### src/design/qeit_pkg.sv
// ---------------------------------------------------------------------------
// qeit_pkg
// types and constants of the quota id table
// ---------------------------------------------------------------------------
`default_nettype none

package qeit_pkg;

  localparam int unsigned TABLE_ENTRIES = 64;
  localparam int unsigned QUOTA_TYPES   = 3;
  localparam int unsigned ID_W          = 32;
  localparam int unsigned XID_W         = 64;
  localparam int unsigned MASK_W        = 3;
  localparam int unsigned TYPE_W        = 2;
  localparam int unsigned S_TDATA_W     = 176;
  localparam int unsigned M_TDATA_W     = 8;

  typedef enum logic {
    REQ_CHECK  = 1'b0,
    REQ_UPDATE = 1'b1
  } req_e;

  // command broadcast to every lane
  typedef struct packed {
    logic [ID_W-1:0]   key;
    logic [MASK_W-1:0] tbit;
    logic              wr_en;
    logic              near;
  } lane_cmd_t;

  // what the merge stage found across the lanes
  typedef struct packed {
    logic [TABLE_ENTRIES-1:0] free_sel;
    logic                     hit_any;
    logic                     over_hit;
    logic                     full;
  } merge_t;

endpackage

`default_nettype wire

### src/design/quota_exceeded_id_table_top.sv
// flow: an accepted item gets one table pass per quota type, then its result is registered
// no new item is accepted during the passes or while a result waits in the hold register
// each type pass is one compare across all entry lanes plus lowest-free search
// a new item is taken while the previous result waits in the output register
// reset: asynchronous active low, clears all entry masks, last xid and flags
// ---------------------------------------------------------------------------
// quota_exceeded_id_table_top
// associative table of near-quota ids with check and update requests
// ---------------------------------------------------------------------------
`default_nettype none

module quota_exceeded_id_table_top (
  input  wire logic                            clk_i,
  input  wire logic                            rst_ni,
  input  wire logic                            s_axis_tvalid,
  output logic                                 s_axis_tready,
  // user_id, group_id, project_id, xid, valid_mask, near_limit_mask,
  // override_order, root_squash_in, root_prjquota_in, zero pad
  input  wire logic [qeit_pkg::S_TDATA_W-1:0]  s_axis_tdata,
  // req_type
  input  wire logic                            s_axis_tuser,
  output logic                                 m_axis_tvalid,
  input  wire logic                            m_axis_tready,
  // over_quota, status, root_squash, root_prjquota, zero pad
  output logic [qeit_pkg::M_TDATA_W-1:0]       m_axis_tdata
);

  localparam logic [1:0] ST_IDLE = 2'd0;
  localparam logic [1:0] ST_RUN  = 2'd1;
  localparam logic [1:0] ST_HOLD = 2'd2;
  localparam logic [qeit_pkg::TYPE_W-1:0] LAST_TYPE =
    qeit_pkg::TYPE_W'(qeit_pkg::QUOTA_TYPES - 1);

  localparam int unsigned N = qeit_pkg::TABLE_ENTRIES;
  localparam int unsigned W = qeit_pkg::ID_W;

  logic [1:0]                          state_q, state_d;
  logic [qeit_pkg::TYPE_W-1:0]         type_q, type_d;
  qeit_pkg::req_e                      req_q;
  logic [2:0][W-1:0]                   ids_q;
  logic [qeit_pkg::MASK_W-1:0]         valid_q, near_q;
  logic                                stop_q, stop_d;
  logic                                over_q, over_d;
  logic                                status_q, status_d;
  logic [qeit_pkg::XID_W-1:0]          last_xid_q;
  logic                                root_sq_q, root_pq_q;
  logic [3:0]                          pend_q, pend_d;
  logic                                m_valid_q, m_valid_d;
  logic [qeit_pkg::M_TDATA_W-1:0]      m_data_q, m_data_d;

  logic                                s_acc;
  qeit_pkg::req_e                      in_req;
  logic [qeit_pkg::XID_W-1:0]          in_xid;
  logic [qeit_pkg::MASK_W-1:0]         in_valid, in_near;
  logic                                in_ovr, in_sq, in_pq, in_stale;

  qeit_pkg::lane_cmd_t                 cmd;
  qeit_pkg::merge_t                    merge;
  logic [N-1:0]                        hit_v, free_v, marked_v, ins_v;
  logic                                ins_en, full_now, out_free;
  logic [3:0]                          res_now;

  assign in_req   = qeit_pkg::req_e'(s_axis_tuser);
  assign in_xid   = s_axis_tdata[159:96];
  assign in_valid = s_axis_tdata[162:160];
  assign in_near  = s_axis_tdata[165:163];
  assign in_ovr   = s_axis_tdata[166];
  assign in_sq    = s_axis_tdata[167];
  assign in_pq    = s_axis_tdata[168];
  assign in_stale = (last_xid_q > in_xid) && !in_ovr;

  assign s_axis_tready = (state_q == ST_IDLE);
  assign s_acc         = s_axis_tvalid && s_axis_tready;

  always_comb begin
    cmd.key   = ids_q[type_q];
    cmd.tbit  = qeit_pkg::MASK_W'(1) << type_q;
    cmd.near  = near_q[type_q];
    cmd.wr_en = (state_q == ST_RUN) && (req_q == qeit_pkg::REQ_UPDATE)
                && valid_q[type_q] && !stop_q;
  end

  for (genvar i = 0; i < N; i++) begin : g_lane
    qeit_lane u_lane (
      .clk_i    (clk_i),
      .rst_ni   (rst_ni),
      .cmd_i    (cmd),
      .ins_i    (ins_v[i]),
      .hit_o    (hit_v[i]),
      .free_o   (free_v[i]),
      .marked_o (marked_v[i])
    );
  end

  qeit_merge u_merge (
    .hit_i    (hit_v),
    .free_i   (free_v),
    .marked_i (marked_v),
    .merge_o  (merge)
  );

  assign ins_en   = cmd.wr_en && cmd.near && !merge.hit_any;
  assign ins_v    = merge.free_sel & {N{ins_en}};
  assign full_now = ins_en && merge.full;
  assign out_free = !m_valid_q || m_axis_tready;

  always_comb begin
    over_d   = over_q;
    status_d = status_q;
    stop_d   = stop_q;
    if (state_q == ST_RUN) begin
      if (req_q == qeit_pkg::REQ_CHECK && merge.over_hit) begin
        over_d = 1'b1;
      end
      if (full_now) begin
        status_d = 1'b1;
        stop_d   = 1'b1;
      end
    end
    res_now = {root_pq_q, root_sq_q, status_d, over_d};
  end

  always_comb begin
    state_d   = state_q;
    type_d    = type_q;
    pend_d    = pend_q;
    m_valid_d = m_valid_q && !m_axis_tready;
    m_data_d  = m_data_q;
    unique case (state_q)
      ST_IDLE: begin
        if (s_acc) begin
          state_d = ST_RUN;
          type_d  = '0;
        end
      end
      ST_RUN: begin
        type_d = type_q + 1'b1;
        if (type_q == LAST_TYPE) begin
          if (out_free) begin
            m_valid_d = 1'b1;
            m_data_d  = qeit_pkg::M_TDATA_W'(res_now);
            state_d   = ST_IDLE;
          end else begin
            pend_d  = res_now;
            state_d = ST_HOLD;
          end
        end
      end
      ST_HOLD: begin
        if (out_free) begin
          m_valid_d = 1'b1;
          m_data_d  = qeit_pkg::M_TDATA_W'(pend_q);
          state_d   = ST_IDLE;
        end
      end
      default: begin
        state_d = ST_IDLE;
      end
    endcase
  end

  always_ff @(posedge clk_i or negedge rst_ni) begin
    if (!rst_ni) begin
      state_q    <= ST_IDLE;
      type_q     <= '0;
      m_valid_q  <= 1'b0;
      last_xid_q <= '0;
      root_sq_q  <= 1'b0;
      root_pq_q  <= 1'b0;
      stop_q     <= 1'b0;
      over_q     <= 1'b0;
      status_q   <= 1'b0;
    end else begin
      state_q   <= state_d;
      type_q    <= type_d;
      m_valid_q <= m_valid_d;
      if (s_acc) begin
        over_q   <= 1'b0;
        status_q <= 1'b0;
        stop_q   <= (in_req == qeit_pkg::REQ_UPDATE) && ((in_valid == '0) || in_stale);
        if (in_req == qeit_pkg::REQ_UPDATE && in_valid != '0) begin
          root_sq_q <= in_sq;
          root_pq_q <= in_pq;
          if (!in_stale && in_xid > last_xid_q) begin
            last_xid_q <= in_xid;
          end
        end
      end else begin
        over_q   <= over_d;
        status_q <= status_d;
        stop_q   <= stop_d;
      end
    end
  end

  // payload registers
  always_ff @(posedge clk_i) begin
    pend_q   <= pend_d;
    m_data_q <= m_data_d;
    if (s_acc) begin
      req_q   <= in_req;
      ids_q   <= s_axis_tdata[95:0];
      valid_q <= in_valid;
      near_q  <= in_near;
    end
  end

  assign m_axis_tvalid = m_valid_q;
  assign m_axis_tdata  = m_data_q;

endmodule

`default_nettype wire

### src/design/qeit_lane.sv
// ---------------------------------------------------------------------------
// qeit_lane
// one table entry: id compare, type mask and its update
// ---------------------------------------------------------------------------
`default_nettype none

module qeit_lane (
  input  wire logic                 clk_i,
  input  wire logic                 rst_ni,
  input  wire qeit_pkg::lane_cmd_t  cmd_i,
  input  wire logic                 ins_i,
  output logic                      hit_o,
  output logic                      free_o,
  output logic                      marked_o
);

  logic [qeit_pkg::ID_W-1:0]   id_q, id_d;
  logic [qeit_pkg::MASK_W-1:0] mask_q, mask_d;

  assign free_o   = (mask_q == '0);
  assign hit_o    = !free_o && (id_q == cmd_i.key);
  assign marked_o = hit_o && ((mask_q & cmd_i.tbit) != '0);

  always_comb begin
    mask_d = mask_q;
    id_d   = id_q;
    if (cmd_i.wr_en) begin
      if (hit_o) begin
        mask_d = cmd_i.near ? (mask_q | cmd_i.tbit) : (mask_q & ~cmd_i.tbit);
      end else if (ins_i) begin
        mask_d = cmd_i.tbit;
        id_d   = cmd_i.key;
      end
    end
  end

  always_ff @(posedge clk_i or negedge rst_ni) begin
    if (!rst_ni) begin
      mask_q <= '0;
    end else begin
      mask_q <= mask_d;
    end
  end

  always_ff @(posedge clk_i) begin
    id_q <= id_d;
  end

endmodule

`default_nettype wire

### src/design/qeit_merge.sv
// ---------------------------------------------------------------------------
// qeit_merge
// combines lane flags: any hit, own-type mark, lowest free entry, full
// ---------------------------------------------------------------------------
`default_nettype none

module qeit_merge (
  input  wire logic [qeit_pkg::TABLE_ENTRIES-1:0] hit_i,
  input  wire logic [qeit_pkg::TABLE_ENTRIES-1:0] free_i,
  input  wire logic [qeit_pkg::TABLE_ENTRIES-1:0] marked_i,
  output qeit_pkg::merge_t                        merge_o
);

  always_comb begin
    merge_o.hit_any  = |hit_i;
    merge_o.over_hit = |marked_i;
    merge_o.full     = ~|free_i;
    // lowest set bit
    merge_o.free_sel = free_i & (~free_i + 1'b1);
  end

endmodule

`default_nettype wire

### config.mk
export PLATFORM = sky130hd
export DESIGN_NAME = quota_exceeded_id_table_top
export DESIGN_NICKNAME = d
export VERILOG_FILES = /design/src/design/qeit_pkg.sv /design/src/design/quota_exceeded_id_table_top.sv /design/src/design/qeit_lane.sv /design/src/design/qeit_merge.sv
export SDC_FILE = /design/constraint.sdc
export NUM_CORES = 2
export LEC_CHECK = 0
export BUFFER_PORTS_ARGS = -buffer_cell sky130_fd_sc_hd__buf_2
export CORE_ASPECT_RATIO = 1.5
export CORE_MARGIN = 2
export CORE_UTILIZATION = 35
export DETAILED_ROUTE_END_ITERATION = 7
export PLACE_DENSITY = 0.55
export SLEW_MARGIN = 0
export SYNTH_ARGS = -nofsm -noshare
export SYNTH_HDL_FRONTEND = slang
export SYNTH_SLANG_ARGS = --single-unit
### constraint.sdc
create_clock -name clk_i -period 9.59 [get_ports clk_i]
set_input_delay 0.959 -clock clk_i [delete_from_list [all_inputs] [get_ports clk_i]]
set_output_delay 0.959 -clock clk_i [all_outputs]
set_load 0.02 [all_outputs]
* Word level (Yosys, flattened, before mapping)
Cells that the tools add are included.
** Word-level totals
- Register bits after elaboration :: 2429
- Bits of input ports :: 181
- Logic and storage cells :: 1256
** Operators by class
- Add/sub/neg operators :: 2
- $lt $le $gt $ge :: 3
- Equality and inequality tests :: 71
- Shift-type cells :: 1
- Mux-type cells :: 221
- Bitwise logic cells :: 262
- Reduce and logical (&&, ||, !) cells :: 551
** Operator list (count)
- 32-bit equality test :: 64
- 3-bit two-way mux :: 192
- 3-bit AND :: 128
- 3-bit AND reduction :: 67
- 3-bit zero test :: 65
- 3-bit nonzero test :: 65
- 3-bit OR :: 64
- 64-bit OR reduction :: 3
- 1-bit logical AND :: 141
- 2-bit nonzero test :: 68
- 2-bit AND reduction :: 67
- 64-bit AND :: 2
- 64-bit greater-than comparator :: 2
- 1-bit zero test :: 71
- 1-bit inverter :: 66
- 64-bit by 1-bit adder with 64-bit output, second input constant :: 1
- 32-bit binary-select mux with 2-bit select :: 1
- 64-bit inverter :: 1
- 32-bit two-way mux :: 1
- 8-bit two-way mux :: 3
- 8-bit case mux with 2 select lines :: 1
- 1-bit two-way mux :: 13
- 2-bit two-way mux :: 5
- 2-bit case mux with 3 select lines :: 1
- other kinds (14) :: 19

* Longest topological paths before layout
- Word-level depth :: 13
- Depth in mapped cells :: 21
- Mapped depth without buffers :: 14

* Cells and area by module
Synthesis repeated with hierarchy kept, for this count alone.
** Second synthesis, totals
- Cells, all modules :: 7390
- Area, all modules :: 110000.5 um2
** By module, submodules not included
- qeit_lane :: times used 64, cells each 101, area an instance 1557.7 um2, sequential area each 1036.0 um2
- quota_exceeded_id_table_top :: times used 1, cells each 733, area an instance 9128.8 um2, sequential area each 5185.0 um2
- qeit_merge :: times used 1, cells each 193, area an instance 1176.1 um2, sequential area each 0.0 um2

* Worst setup path after synthesis
Ideal clock, no wire load.
- Kind :: register to register
- From :: register type_q[1] (netlist bit)
- To :: register (tool-made name)
- Library setup time :: 0.095 ns
- Arrival time :: 8.342 ns
- Required time :: 9.495 ns
- Setup slack :: 1.153 ns
- Cell stages (with the launch flop) :: 19
- Buffers on the path :: 5
- Period minus slack after synthesis :: 8.437 ns
- Path through :: dfrtp_1 -> buf_6 -> buf_6 -> mux2i_1 -> o21a_1 -> buf_2 -> clkinv_1 -> xnor2_1 -> nand4_1 -> nor4_1 -> and3_1 -> clkbuf_1 -> nor4_1 -> nand3_1 -> or4_4 -> clkbuf_1 -> nor4b_1 -> o21ai_0 -> a22oi_1
** RTL lines
- from (decl) :: RTL line quota_exceeded_id_table_top.sv:38 : logic [qeit_pkg::TYPE_W-1:0] type_q, type_d;
- from (signal assigned) :: RTL line quota_exceeded_id_table_top.sv:175 : type_q <= type_d;

==> results.toml <==
[yosys]
syn_area_per_cell_um2 = 13.63
synth_edf_count = 2159
dominantRegCellSynth = "edfxtp_1"
syn_area_um2 = 110100
synth_area_leaders = "edfxtp_1, xnor2_1, dfrtp_1"
ys_seq_elements = 2425
syn-instance-count = 8082
async_reset_ff_share_pct = 10.97
synth_top_cell_area_share_pct = 58.87
yosys.area.top_type = "edfxtp_1"
synth_common_cells = "edfxtp_1, xnor2_1, nor4_1"
yosysSeqAreaShare_pct = 64.92
yosysWarnings = 0
synth_cell_types = 94
synth.most_common_cell = "edfxtp_1"

[floorplan]
die_y_um = 691.0
die-area_um2 = 319200
rows = 252
fp.dieW_um = 462.0
ios = 191
start_util_pct = 35.14
core-area_um2 = 313400

[cts]
cts.clk_slew.worst_paths_ps = 70
post_cts_buffers = 0
insertion_delay_ps = 980
cts_max_level = 4
cts_num_sinks = 2425
root_buffer = "clkbuf_16"
cts-buffers-inserted = 230
cts_tree = "yes"
cts_buffer_depth = 4

[setup_path]
path_class = "reg -> reg"
end_kind = "register"
crit_chain = "mux2i_1 > buf_4 > nor2_1 > a21oi_1 > inv_6 > buf_4 > xor2_1 > nor4_1 > nand4_1 > nor4_1 > nor4_1 > nand4_1 > nor4_2 > nand2_1 > buf_4 > nor4_2 > buf_4 > o31a_1"
cp-startpoint = "type_q[1]"
reg2reg_from = "type_q[1]"
cpMostUsedCell = "buf_4"
slowest_delay_ps = 1270
slowest_stage = "nor4_1"
crit_fanout = 35
required_ps = 10410
crit_path_start_kind = "register"
cp.arrival_ps = 9330

[grt]
grt_pass1_vias = 75120
use_met3_pct = 7.081
globalRouteTotalUtil_pct = 30.20
globalRouteOverflowTotal = 0
grt_max_degree = 151
grtUsageMet2_pct = 47.41
grt-busiest-layer = "met2"
met1_usage_pct = 34.90
grt_pass1_wl_um = 656400
antenna_found_initial = 60

[power]
p_per_area_nw_per_um2 = 330.8
ir_drop_mv = 0.3693
p_leak_uw = 0.04144
finalPower_uw = 42030

[routing]
drt-total-wl_um = 492200
drc = 0
first_pass_iters = 8
wl_per_cell_um = 38.03
first_iter_violations = 11580
detail-route-antenna-nets = 0
num_vias = 78800
vias_per_cell = 6.089

[sta]
drv_slew = 2
worst_pin_slew_ps = 1531
rsz0062_at_grt = "false"
fin_worst_skew_ps = 87.64
final-setup-viol-count = 0
hold_viol_final = 0
fmax_mhz = 117.5
slew_headroom_pct = -2.859
post-route-min-period_ps = 8509
setup_tns_ps = 0
fin_crit_sh_pct = 88.72

[placement]
dpl.hpwl_um = 320700
io_buffers = 179
globalplace.congestion = 1.049

[layout]
drive_gt1_share_pct = 13.58
fillers = 29100
layout.nets = 8780
syn_to_final_growth_pct = 15.38

[status]
status = "finished, violations left"
violations = "capacitance limit, slew limit"

[min_path]
hold_path.class = "in -> reg"
min_from = "s_axis_tdata[42]"

[run]
maxCapViolations = 1
## logic make-up (layout without fill, tap and decap cells)
kind of cell             after synthesis  count (layout)  synth area share, %
buffers and inverters                690            1318                2.783
flip-flops                          2425            2425                64.92
multiplexers                          47              47               0.4772
AO/OA/AOI/OAI                       1340            1340                8.403
adder cells (fa/ha/maj)               70              70               0.7953
XOR/XNOR                            1773            1773                14.10
other                                  1              42             0.003405
AND/OR/NAND/NOR                     1736            1736                8.519
## metal layers
metal | up-vias | routed length (um)
met5 | - | 97
met4 | 14 | 50400
met3 | 1756 | 48080
met2 | 5532 | 224300
met1 | 40220 | 169300
li1 | 31280 | -
## registers in the layout, indices dropped and copies added (netlist names), 2 cells and up, named ones only
name                count
ids_q                  96
type_q                  2
g_lane.u_lane.id_q   2048
valid_q                 3
m_axis_tdata            4
near_q                  3
state_q                 2
pend_q                  4
last_xid_q             64
## final timing paths
check	to	slack (ps)	depth (start not counted)
max	register	1080	18
min	ids_q[42]	150	1
max reg2reg	register	1080	18
min reg2reg	pend_q[2]	480	0
max in group asynchronous	async pin	7500	3
min in group asynchronous	root_sq_q	560	2
## final cells by class
class                   instances  area [um2]  share of cell area [%]
multi-input cells            4970       36450                   28.69
inverters                     262        1081                  0.8508
well taps                    4191        5244                   4.127
flip-flops and latches       2425       71500                   56.27
clock inverters               129        1289                   1.014
diodes                         38       95.09                 0.07484
repair buffers                640        5258                   4.138
clock buffers                 287        6151                   4.841
## timing repair
item                                    CTS  global route
hold buffers                              1             0
resized for setup                         0             0
endpoints found under the setup margin    0             0
endpoints found under the hold margin    42             0
## metrics by stage
stage,worst slack (ps),cell area (um2),utilization (%),hold WS [ps],cells
CTS,1961,127000,40.51,111.7,12900
global route,1140,127000,40.52,131.3,12910
detailed placement,1969,119500,38.13,471.7,12490
floorplan,1153,110100,-,438.9,8085
global placement,2012,119500,38.13,458.7,12490
finish,1081,127100,40.54,154.1,12940
## cells in the final DEF (no fill, tap or decap), types with 26 or more instances in the layout
cell type  instances
buf_2            178
nand4_1          188
a31oi_1           49
nor3_1           135
clkinv_2          45
clkbuf_1          40
nor4_2            27
buf_12            71
dfrtp_1          264
a21oi_1          242
o22ai_1          212
a22oi_1           91
xnor2_1         1449
o21ai_0          222
inv_1            223
buf_4            388
o31a_1            69
xor2_1           324
ha_1              67
or3_1             64
edfxtp_1        2159
diode_2           38
nor2_1           310
a222oi_1          76
clkbuf_16        231
nand3_1           68
nand2b_1          59
clkinv_1          47
nand2_1          271
nor2b_1           32
o221ai_1          45
nor4_1           375
o211ai_1          26
mux2i_1           27
a221oi_1          26
or2_2             26
## power breakdown
part | switching [uW] | leakage [uW] | internal (uW)
clock network | 4220 | 0.00363 | 5140
logic | 14300 | 0.0149 | 4850
registers | 239 | 0.0229 | 13300
## worst max-delay path: cells and delay by family, from the launching register on
family / cells / cell delay (ps)
and+or+nand+nor: 9 / 3520
muxes: 1 / 300
AOI/OAI and AO/OA: 2 / 1290
buffers and inverters: 5 / 1910
DFF: 1 / 1010
xor gates and xnor gates: 1 / 180
No activity file was read; power rests on OpenSTA's default activity.
